### config.mk
export PLATFORM = sky130hd
export DESIGN_NAME = olst_cell
export DESIGN_NICKNAME = d
export VERILOG_FILES = /design/src/sv/olst_pkg.sv /design/src/sv/olst_cell.sv
export SDC_FILE = /design/constraint.sdc
export NUM_CORES = 1
export LEC_CHECK = 0
export BUFFER_PORTS_ARGS = -buffer_cell sky130_fd_sc_hd__buf_2
export CAP_MARGIN = 15
export CORE_MARGIN = 4
export CORE_UTILIZATION = 40
export CTS_CLUSTER_SIZE = 8
export DETAILED_ROUTE_END_ITERATION = 8
export PLACE_DENSITY = 0.82
export SLEW_MARGIN = 10
export SYNTH_ARGS = -nofsm -noshare
export SYNTH_HDL_FRONTEND = slang
export SYNTH_SLANG_ARGS = --single-unit
### constraint.sdc
create_clock -name clk -period 3.3 [get_ports clk]
set_input_delay 0.495 -clock clk [delete_from_list [all_inputs] [get_ports clk]]
set_output_delay 0.495 -clock clk [all_outputs]
set_load 0.05 [all_outputs]
### src/sv/olst_pkg.sv
package olst_pkg;

  localparam int CAPACITY_DEF = 256;

  localparam int KIND_W = 3;
  localparam int POS_W  = 9;
  localparam int VAL_W  = 32;
  localparam int FI_W   = 8;
  localparam int LEN_W  = 9;
  localparam int ST_W   = 2;

  localparam logic [KIND_W-1:0] K_PUSH   = 3'd0;
  localparam logic [KIND_W-1:0] K_INSERT = 3'd1;
  localparam logic [KIND_W-1:0] K_ERASE  = 3'd2;
  localparam logic [KIND_W-1:0] K_READ   = 3'd3;
  localparam logic [KIND_W-1:0] K_FIND   = 3'd4;

  localparam logic [ST_W-1:0] ST_OK    = 2'd0;
  localparam logic [ST_W-1:0] ST_RANGE = 2'd1;
  localparam logic [ST_W-1:0] ST_FULL  = 2'd2;
  localparam logic [ST_W-1:0] ST_MISS  = 2'd3;

  typedef struct packed {
    logic             ins;
    logic             del;
    logic             find;
    logic [POS_W-1:0] pos;
    logic [VAL_W-1:0] value;
  } cell_ctl_t;

endpackage

### src/sv/olst_cell.sv
module olst_cell #(
  parameter int CAPACITY = olst_pkg::CAPACITY_DEF,
  parameter int IDX      = 0
) (
  input  logic                                           clk,
  input  olst_pkg::cell_ctl_t                            ctl,
  input  logic [$clog2(CAPACITY+1)-1:0]                  count,
  input  logic [olst_pkg::VAL_W-1:0]                     left_data,
  input  logic [olst_pkg::VAL_W-1:0]                     right_data,
  output logic [olst_pkg::VAL_W-1:0]                     data_o,
  input  logic                                           cin_hit,
  input  logic [olst_pkg::VAL_W-1:0]                     cin_data,
  input  logic [((CAPACITY > 1) ? $clog2(CAPACITY) : 1)-1:0] cin_idx,
  output logic                                           cout_hit,
  output logic [olst_pkg::VAL_W-1:0]                     cout_data,
  output logic [((CAPACITY > 1) ? $clog2(CAPACITY) : 1)-1:0] cout_idx
);

  localparam int CW = $clog2(CAPACITY + 1);
  localparam int IW = (CAPACITY > 1) ? $clog2(CAPACITY) : 1;
  localparam int MW = (CW > olst_pkg::POS_W) ? CW : olst_pkg::POS_W;

  logic [olst_pkg::VAL_W-1:0] data_r, data_nxt;
  logic                       hit_r;
  logic [olst_pkg::VAL_W-1:0] cdat_r;
  logic [IW-1:0]              cidx_r;
  logic [MW-1:0]              pos_m, idx_m, cnt_m;
  logic                       hit;

  assign pos_m = MW'(ctl.pos);
  assign idx_m = MW'(IDX);
  assign cnt_m = MW'(count);

  always_comb begin
    data_nxt = data_r;
    if (ctl.ins) begin
      if (idx_m > pos_m) begin
        data_nxt = left_data;
      end else if (idx_m == pos_m) begin
        data_nxt = ctl.value;
      end
    end else if (ctl.del) begin
      if (idx_m >= pos_m) begin
        data_nxt = right_data;
      end
    end
  end

  always_ff @(posedge clk) begin
    data_r <= data_nxt;
  end

  // local match for the sweep
  assign hit = (idx_m < cnt_m) && (ctl.find ? (data_r == ctl.value) : (idx_m == pos_m));

  // first match wins along the chain
  always_ff @(posedge clk) begin
    if (cin_hit) begin
      hit_r  <= 1'b1;
      cdat_r <= cin_data;
      cidx_r <= cin_idx;
    end else if (hit) begin
      hit_r  <= 1'b1;
      cdat_r <= data_r;
      cidx_r <= IW'(IDX);
    end else begin
      hit_r  <= 1'b0;
      cdat_r <= '0;
      cidx_r <= '0;
    end
  end

  assign data_o    = data_r;
  assign cout_hit  = hit_r;
  assign cout_data = cdat_r;
  assign cout_idx  = cidx_r;

endmodule

-- Word level (Yosys, flattened, before mapping)
Index checks and enable logic that the tools add are counted.
- register bits after elaboration: 73
- bits in latches: 0
- memory bits (writable): 0
- ROM bits: 0
- input port bits: 159
- output and inout port bits: 73
- word-level logic and storage cells: 23
- memories kept: 0
- add/sub/neg operators: 0
- multiply operators: 0
- divide/modulo/power cells: 0
- $lt $le $gt $ge: 3
- eq/ne operators: 2
- shifts and indexed selects: 0
- muxes and demuxes: 9
- bitwise operators: 0
- reduce and logical (&&, ||, !) cells: 5
- operator list (operator ; count):
    32-bit two-way mux ; 7
    32-bit equality test ; 1
    1-bit by 9-bit >= comparator with 1-bit output (first input constant) ; 1
    1-bit by 9-bit greater-than comparator with 1-bit output (first input constant) ; 1
    9-bit zero test ; 1
    1-bit by 9-bit < comparator with 1-bit output (first input constant) ; 1
    2-bit nonzero test ; 2
    3-bit by 1-bit != test with 1-bit output (second input constant) ; 1
    3-bit AND reduction ; 1
    1-bit two-way mux ; 2
    1-bit logical AND ; 1

-- Depth between registers and ports, before layout
- depth in word-level cells: 5
- gate-level depth with buffers: 6
- gate-level depth less buffers: 5

-- Worst setup path after synthesis
Ideal clock, no wire load.
- kind: input -> register
- start point: in ctl[43] (netlist bit)
- end point: reg data_r, in the netlist data_o[0] (enable)
- arrival time: 2490 ps
- required time: 2879 ps
- slack: 389 ps
- stages on the path: 4
- path buffers: 2
- cells stage by stage: clkbuf_1 clkbuf_1 nor2_1 nor2_1
- cells in the longest elaborated chain, start to end: 2
- ends and longest elaborated chain (item ; RTL line ; source):
    start, declared ; olst_cell.sv:6 ; input olst_pkg::cell_ctl_t ctl,
    3-bit by 1-bit != test with 1-bit output (no line) or 2-bit nonzero test (tied branches) ; - ;
    3-bit AND reduction (no line) (*) ; - ;
    end signal, assigned ; olst_cell.sv:50 ; data_r <= data_nxt;
    end, declared ; olst_cell.sv:23 ; logic [olst_pkg::VAL_W-1:0] data_r, data_nxt;
Every way passes the cells marked *; elsewhere a longest branch is shown, timed or not.
A chain may end at the register's enable or synchronous reset.

-- Worst setup path after layout
- start point: reg data_r, in the netlist data_o[26]
- end point: reg cdat_r, in the netlist cout_data[16]
- cells in the longest elaborated chain, start to end: 5
- ends and longest elaborated chain (item ; RTL line ; source):
    32-bit equality test ; olst_cell.sv:54 ; assign hit = (idx_m < cnt_m) && (ctl.find ? (data_r == ctl.value) : (idx_m == pos_m));
    1-bit two-way mux ; olst_cell.sv:54 ;
    1-bit logical AND ; olst_cell.sv:54 ;
    32-bit two-way mux ; olst_cell.sv:62 ; end else if (hit) begin
    32-bit two-way mux ; olst_cell.sv:58 ; if (cin_hit) begin
    end signal, assigned ; olst_cell.sv:60 ; cdat_r <= cin_data;
    end signal, assigned ; olst_cell.sv:64 ; cdat_r <= data_r;
    end, declared ; olst_cell.sv:25 ; logic [olst_pkg::VAL_W-1:0] cdat_r;
Every way passes these cells.

==> summary.txt <==
Route
  – Drt via density: slightly below 5
  – Routed WL per cell: approximately 17 um
  – Total iterations of the first detailed-routing run: 4
  – Total Routed Length: between 8000 and 9000 um
  – Post-DRT Antenna Nets: 0
  – Via total after detailed routing: ~2500
  – Drt initial violations: 37
  – Post-route DRC violation count: 0

Cells and area
  – Area growth syn-to-layout: 42.7%
  – Post-route cell area: between 0.004 and 0.005 mm2
  – Number of antenna diodes: 0
  – Number of fill cells in the layout: roughly 620
  – Fraction of layout cells with a size suffix above 1: 67.0%
  – Number of nets in the final layout: approximately 580

CTS
  – Clock-pin slew reported for the worst setup and hold paths after clock tree synthesis: ~0.090 ns
  – Number of gates given a new drive strength after cts: 0
  – Count of clock tree sinks: 73
  – CTS Root Cell: sky130_fd_sc_hd__clkbuf_8
  – Clock insertion delay at the later pin of the skew report: 0.34 ns
  – Maximum count of clock buffers along a single path: 2
  – Count of buffers added by post-CTS timing repair for setup: 0
  – Number of clock buffers inserted by TritonCTS: 9
  – CTS tree: done
  – CTS H-Tree Depth: 3
  – Post-cts hold buffer count: 0

Synth
  – Post-Syn Area per Cell: about 14 um2
  – Number of warnings issued by yosys: 0
  – Cell type with the largest total area after synthesis: sky130_fd_sc_hd__edfxtp_1
  – Sequential element share of the synthesized area: between 50 and 60%
  – Fraction of synthesized cell area taken by the top area cell type: about a third
  – Summed instance area of the synthesized netlist: 0.00304 mm2
  – Yosys reg bits: 73
  – Count of unique library cells instantiated by Yosys: 23
  – Leading post-synthesis cells by cell area: sky130_fd_sc_hd__edfxtp_1, sky130_fd_sc_hd__dfxtp_1, sky130_fd_sc_hd__mux2_2
  – Post-Syn Nets: 373
  – Cells after synthesis: 214

Worst setup path
  – Origin of the worst setup path: data_o[26]
  – Category of the worst setup path capture point: flop
  – Maximum fanout encountered on the critical timing path: 20
  – Crit-path cells: xor2_1, or4_4, o41ai_4, buf_4, a22o_2
  – Cells on worst reg2reg path: 5
  – Stages on the worst setup path: 5
  – Critical Path End: cout_data[16]
  – Critical Path RT: about 3.6 ns
  – WS Path Type: flop to flop
  – CP startpoint kind: flop
  – Worst reg2reg path startpoint: data_o[26]
  – Data arrival time at the worst-slack endpoint: between 2 and 3 ns
  – Register-to-register path setup slack: roughly 0.70 ns
  – WP buf/inv: 1
  – CP delay by family, top: compound AO/OA/AOI/OAI gates
  – Cell at the slowest stage of the critical path: sky130_fd_sc_hd__o41ai_4
  – Delay of the slowest cell on the worst path: 0.77 ns
  – Worst r2r dst: cout_data[16]

Floorplanning
  – Effective utilization at floorplan: between 40% and 50%
  – Width of the chip: approximately 95 um
  – Standard-cell row count: 31
  – Core region area: between 0.007 and 0.008 mm2
  – Io pins: about 230
  – Die Ht: between 90 and 100 um
  – Die Footprint: 0.00905 mm2

Global routing
  – Global-route wire length before repair: ~13000 um
  – Met2 track demand over resource in global routing: 35.3%
  – Via count of the first global-routing pass: around 2600
  – M3 GR Usage: roughly 5.4%
  – Largest net degree at the start of global routing: 24
  – Grt ovf: 0
  – All-layer global routing usage: between 10% and 20%
  – GR Util met1: 19.3%
  – Number of antenna violations at the first check in global routing: 0
  – Most utilized layer in the global route result: met2

Pwr
  – VDD IR max: around 0.00027 V
  – Net load switching power: between 500 and 600 uW
  – Total internal power: about 1500 uW
  – Portion of total power attributed to sequential cells: between 40% and 50%
  – Leak Pwr: around 0.0020 uW
  – Fraction of power spent switching nets: between 20% and 30%
  – Logic pwr share: between 10% and 20%
  – Clock network fraction of design power: approximately a third
  – Power density normalized to cell area: ~460 mW/mm2

Flow run
  – Max_cap viols: 0

STA
  – Share of the clock period used by the worst path: 78.7%
  – Count of final setup violators: 0
  – Post-route clock skew: 0.0139 ns
  – Timing-limited maximum frequency: roughly 390 MHz
  – Slew margin rel.: between 40% and 50%
  – Hold Violations, Final: 0
  – RSZ-0062 raised after global routing: no
  – Worst slew pin tran: 0.766 ns
  – Max Slew Vio Count: 0
  – Fin crit period: ~2.6 ns
  – Sum of negative setup slack: 0 ns

Place
  – Area after detailed placement: a little over 0.004 mm2
  – HPWL Detailed: 6870 um
  – Number of port buffers: 199
  – Final Wtd Congestion: ~0.74

Min path
  – Class of the tightest hold or removal check: input pin to flop

Run status
  – Outcome: finished clean
[synth_stat cells]
library cell,n
sky130_fd_sc_hd__dfxtp_1,41
sky130_fd_sc_hd__edfxtp_1,32
sky130_fd_sc_hd__mux2_2,32
sky130_fd_sc_hd__xor2_1,31
sky130_fd_sc_hd__a22o_2,28
sky130_fd_sc_hd__clkbuf_1,9
sky130_fd_sc_hd__nor4_1,9
sky130_fd_sc_hd__and2_1,8
sky130_fd_sc_hd__a22o_1,4
sky130_fd_sc_hd__buf_6,3
sky130_fd_sc_hd__nor2_1,3
sky130_fd_sc_hd__nor3_1,2
sky130_fd_sc_hd__or3_1,2
sky130_fd_sc_hd__nand2_1,1
sky130_fd_sc_hd__nand3_1,1
sky130_fd_sc_hd__nand4_1,1
sky130_fd_sc_hd__nand4b_1,1
sky130_fd_sc_hd__nor4_2,1
sky130_fd_sc_hd__o41ai_4,1
sky130_fd_sc_hd__or4_1,1
sky130_fd_sc_hd__or4_2,1
sky130_fd_sc_hd__or4_4,1
sky130_fd_sc_hd__xnor2_1,1
[how the worst min path moves through the flow]
stage	from	endpoint	slack (ns)	cells past startpoint
floorplan	cin_idx[0]	cout_idx[0]	0.62	1
global placement	data_o[27]	cout_data[27]	0.52	1
detailed placement	data_o[17]	cout_data[17]	0.52	1
CTS	cin_idx[3]	cout_idx[3]	0.34	2
global route	cin_idx[1]	cout_idx[1]	0.34	2
finish	cin_idx[3]	cout_idx[3]	0.36	2
[power by group through the flow]
| stage | clock [uW] | combinational, uW | sequential, uW |
|---|---|---|---|
| detailed placement | 0 | 311 | 998 |
| floorplan | 0 | 88.1 | 1100 |
| global route | 753 | 330 | 979 |
| CTS | 715 | 311 | 977 |
| global placement | 0 | 304 | 997 |
| finish | 693 | 308 | 977 |
[per-layer routing]
metal	wire length (um)	share of wire (%)	up-vias
met1	3090	36	1185
met3	812	9.4	12
met5	0	0	-
met4	113	1.3	0
li1	-	-	1204
met2	4610	53	120
[registers in the layout (all words and copies together) (netlist names)]
signal and flops:
cout_data 32, data_o 32, cout_idx 8, cout_hit 1
[worst reg2reg max path, cell delays in order, from the launching register on]
cell	delay (ns)
sky130_fd_sc_hd__edfxtp_1	0.43
sky130_fd_sc_hd__xor2_1	0.19
sky130_fd_sc_hd__or4_4	0.55
sky130_fd_sc_hd__o41ai_4	0.77
sky130_fd_sc_hd__buf_4	0.41
sky130_fd_sc_hd__a22o_2	0.19
[area by class of cell]
class | instances | area (um2) | area share (%)
Tap cell | 99 | 124 | 2.86
Sequential cell | 73 | 1780 | 41.1
Clock buffer | 10 | 138 | 3.18
Clock inverter | 6 | 56.3 | 1.30
Multi-Input combinational cell | 129 | 1190 | 27.6
Timing Repair Buffer | 203 | 1040 | 24.0
[cell usage in the layout (no fill, tap or decap)]
cell type,count
sky130_fd_sc_hd__nor2_4,1
sky130_fd_sc_hd__clkbuf_8,10
sky130_fd_sc_hd__clkinv_1,2
sky130_fd_sc_hd__or4_2,1
sky130_fd_sc_hd__xor2_1,31
sky130_fd_sc_hd__o41ai_4,1
sky130_fd_sc_hd__a22o_2,28
sky130_fd_sc_hd__nor4_1,9
sky130_fd_sc_hd__buf_2,199
sky130_fd_sc_hd__nor3_1,2
sky130_fd_sc_hd__clkinv_2,1
sky130_fd_sc_hd__clkinvlp_4,1
sky130_fd_sc_hd__buf_4,3
sky130_fd_sc_hd__bufinv_16,1
sky130_fd_sc_hd__or4_4,1
sky130_fd_sc_hd__or4_1,1
sky130_fd_sc_hd__dfxtp_1,41
sky130_fd_sc_hd__xnor2_1,1
sky130_fd_sc_hd__nor4_2,1
sky130_fd_sc_hd__buf_12,1
sky130_fd_sc_hd__or3_1,2
sky130_fd_sc_hd__nor2_1,2
sky130_fd_sc_hd__nand4b_1,1
sky130_fd_sc_hd__nand3_1,1
sky130_fd_sc_hd__nand2_1,1
sky130_fd_sc_hd__nand4_1,1
sky130_fd_sc_hd__a22o_1,4
sky130_fd_sc_hd__inv_4,1
sky130_fd_sc_hd__and2_1,8
sky130_fd_sc_hd__mux2_2,32
sky130_fd_sc_hd__edfxtp_1,32
[cells by family after synthesis]
logic type / synth area share, %
AO/OA/AOI/OAI: 11.3
XOR/XNOR: 9.23
buffers and inverters: 2.22
flip-flops: 58.7
multiplexers: 11.9
AND/OR/NAND/NOR: 6.72
[stage by stage]
stage / utilization, % / worst slack [ns] / total power (uW) / hold slack, ns / cells
floorplan: - / 0.389 / 1180 / 0.622 / 214
global placement: 56.5 / 0.515 / 1300 / 0.519 / 504
detailed placement: 56.5 / 0.536 / 1310 / 0.521 / 504
CTS: 59.1 / 0.694 / 2000 / 0.345 / 520
global route: 59.1 / 0.425 / 2060 / 0.344 / 520
finish: 59.1 / 0.703 / 1980 / 0.358 / 520
Power figures use the tool's default switching activity.
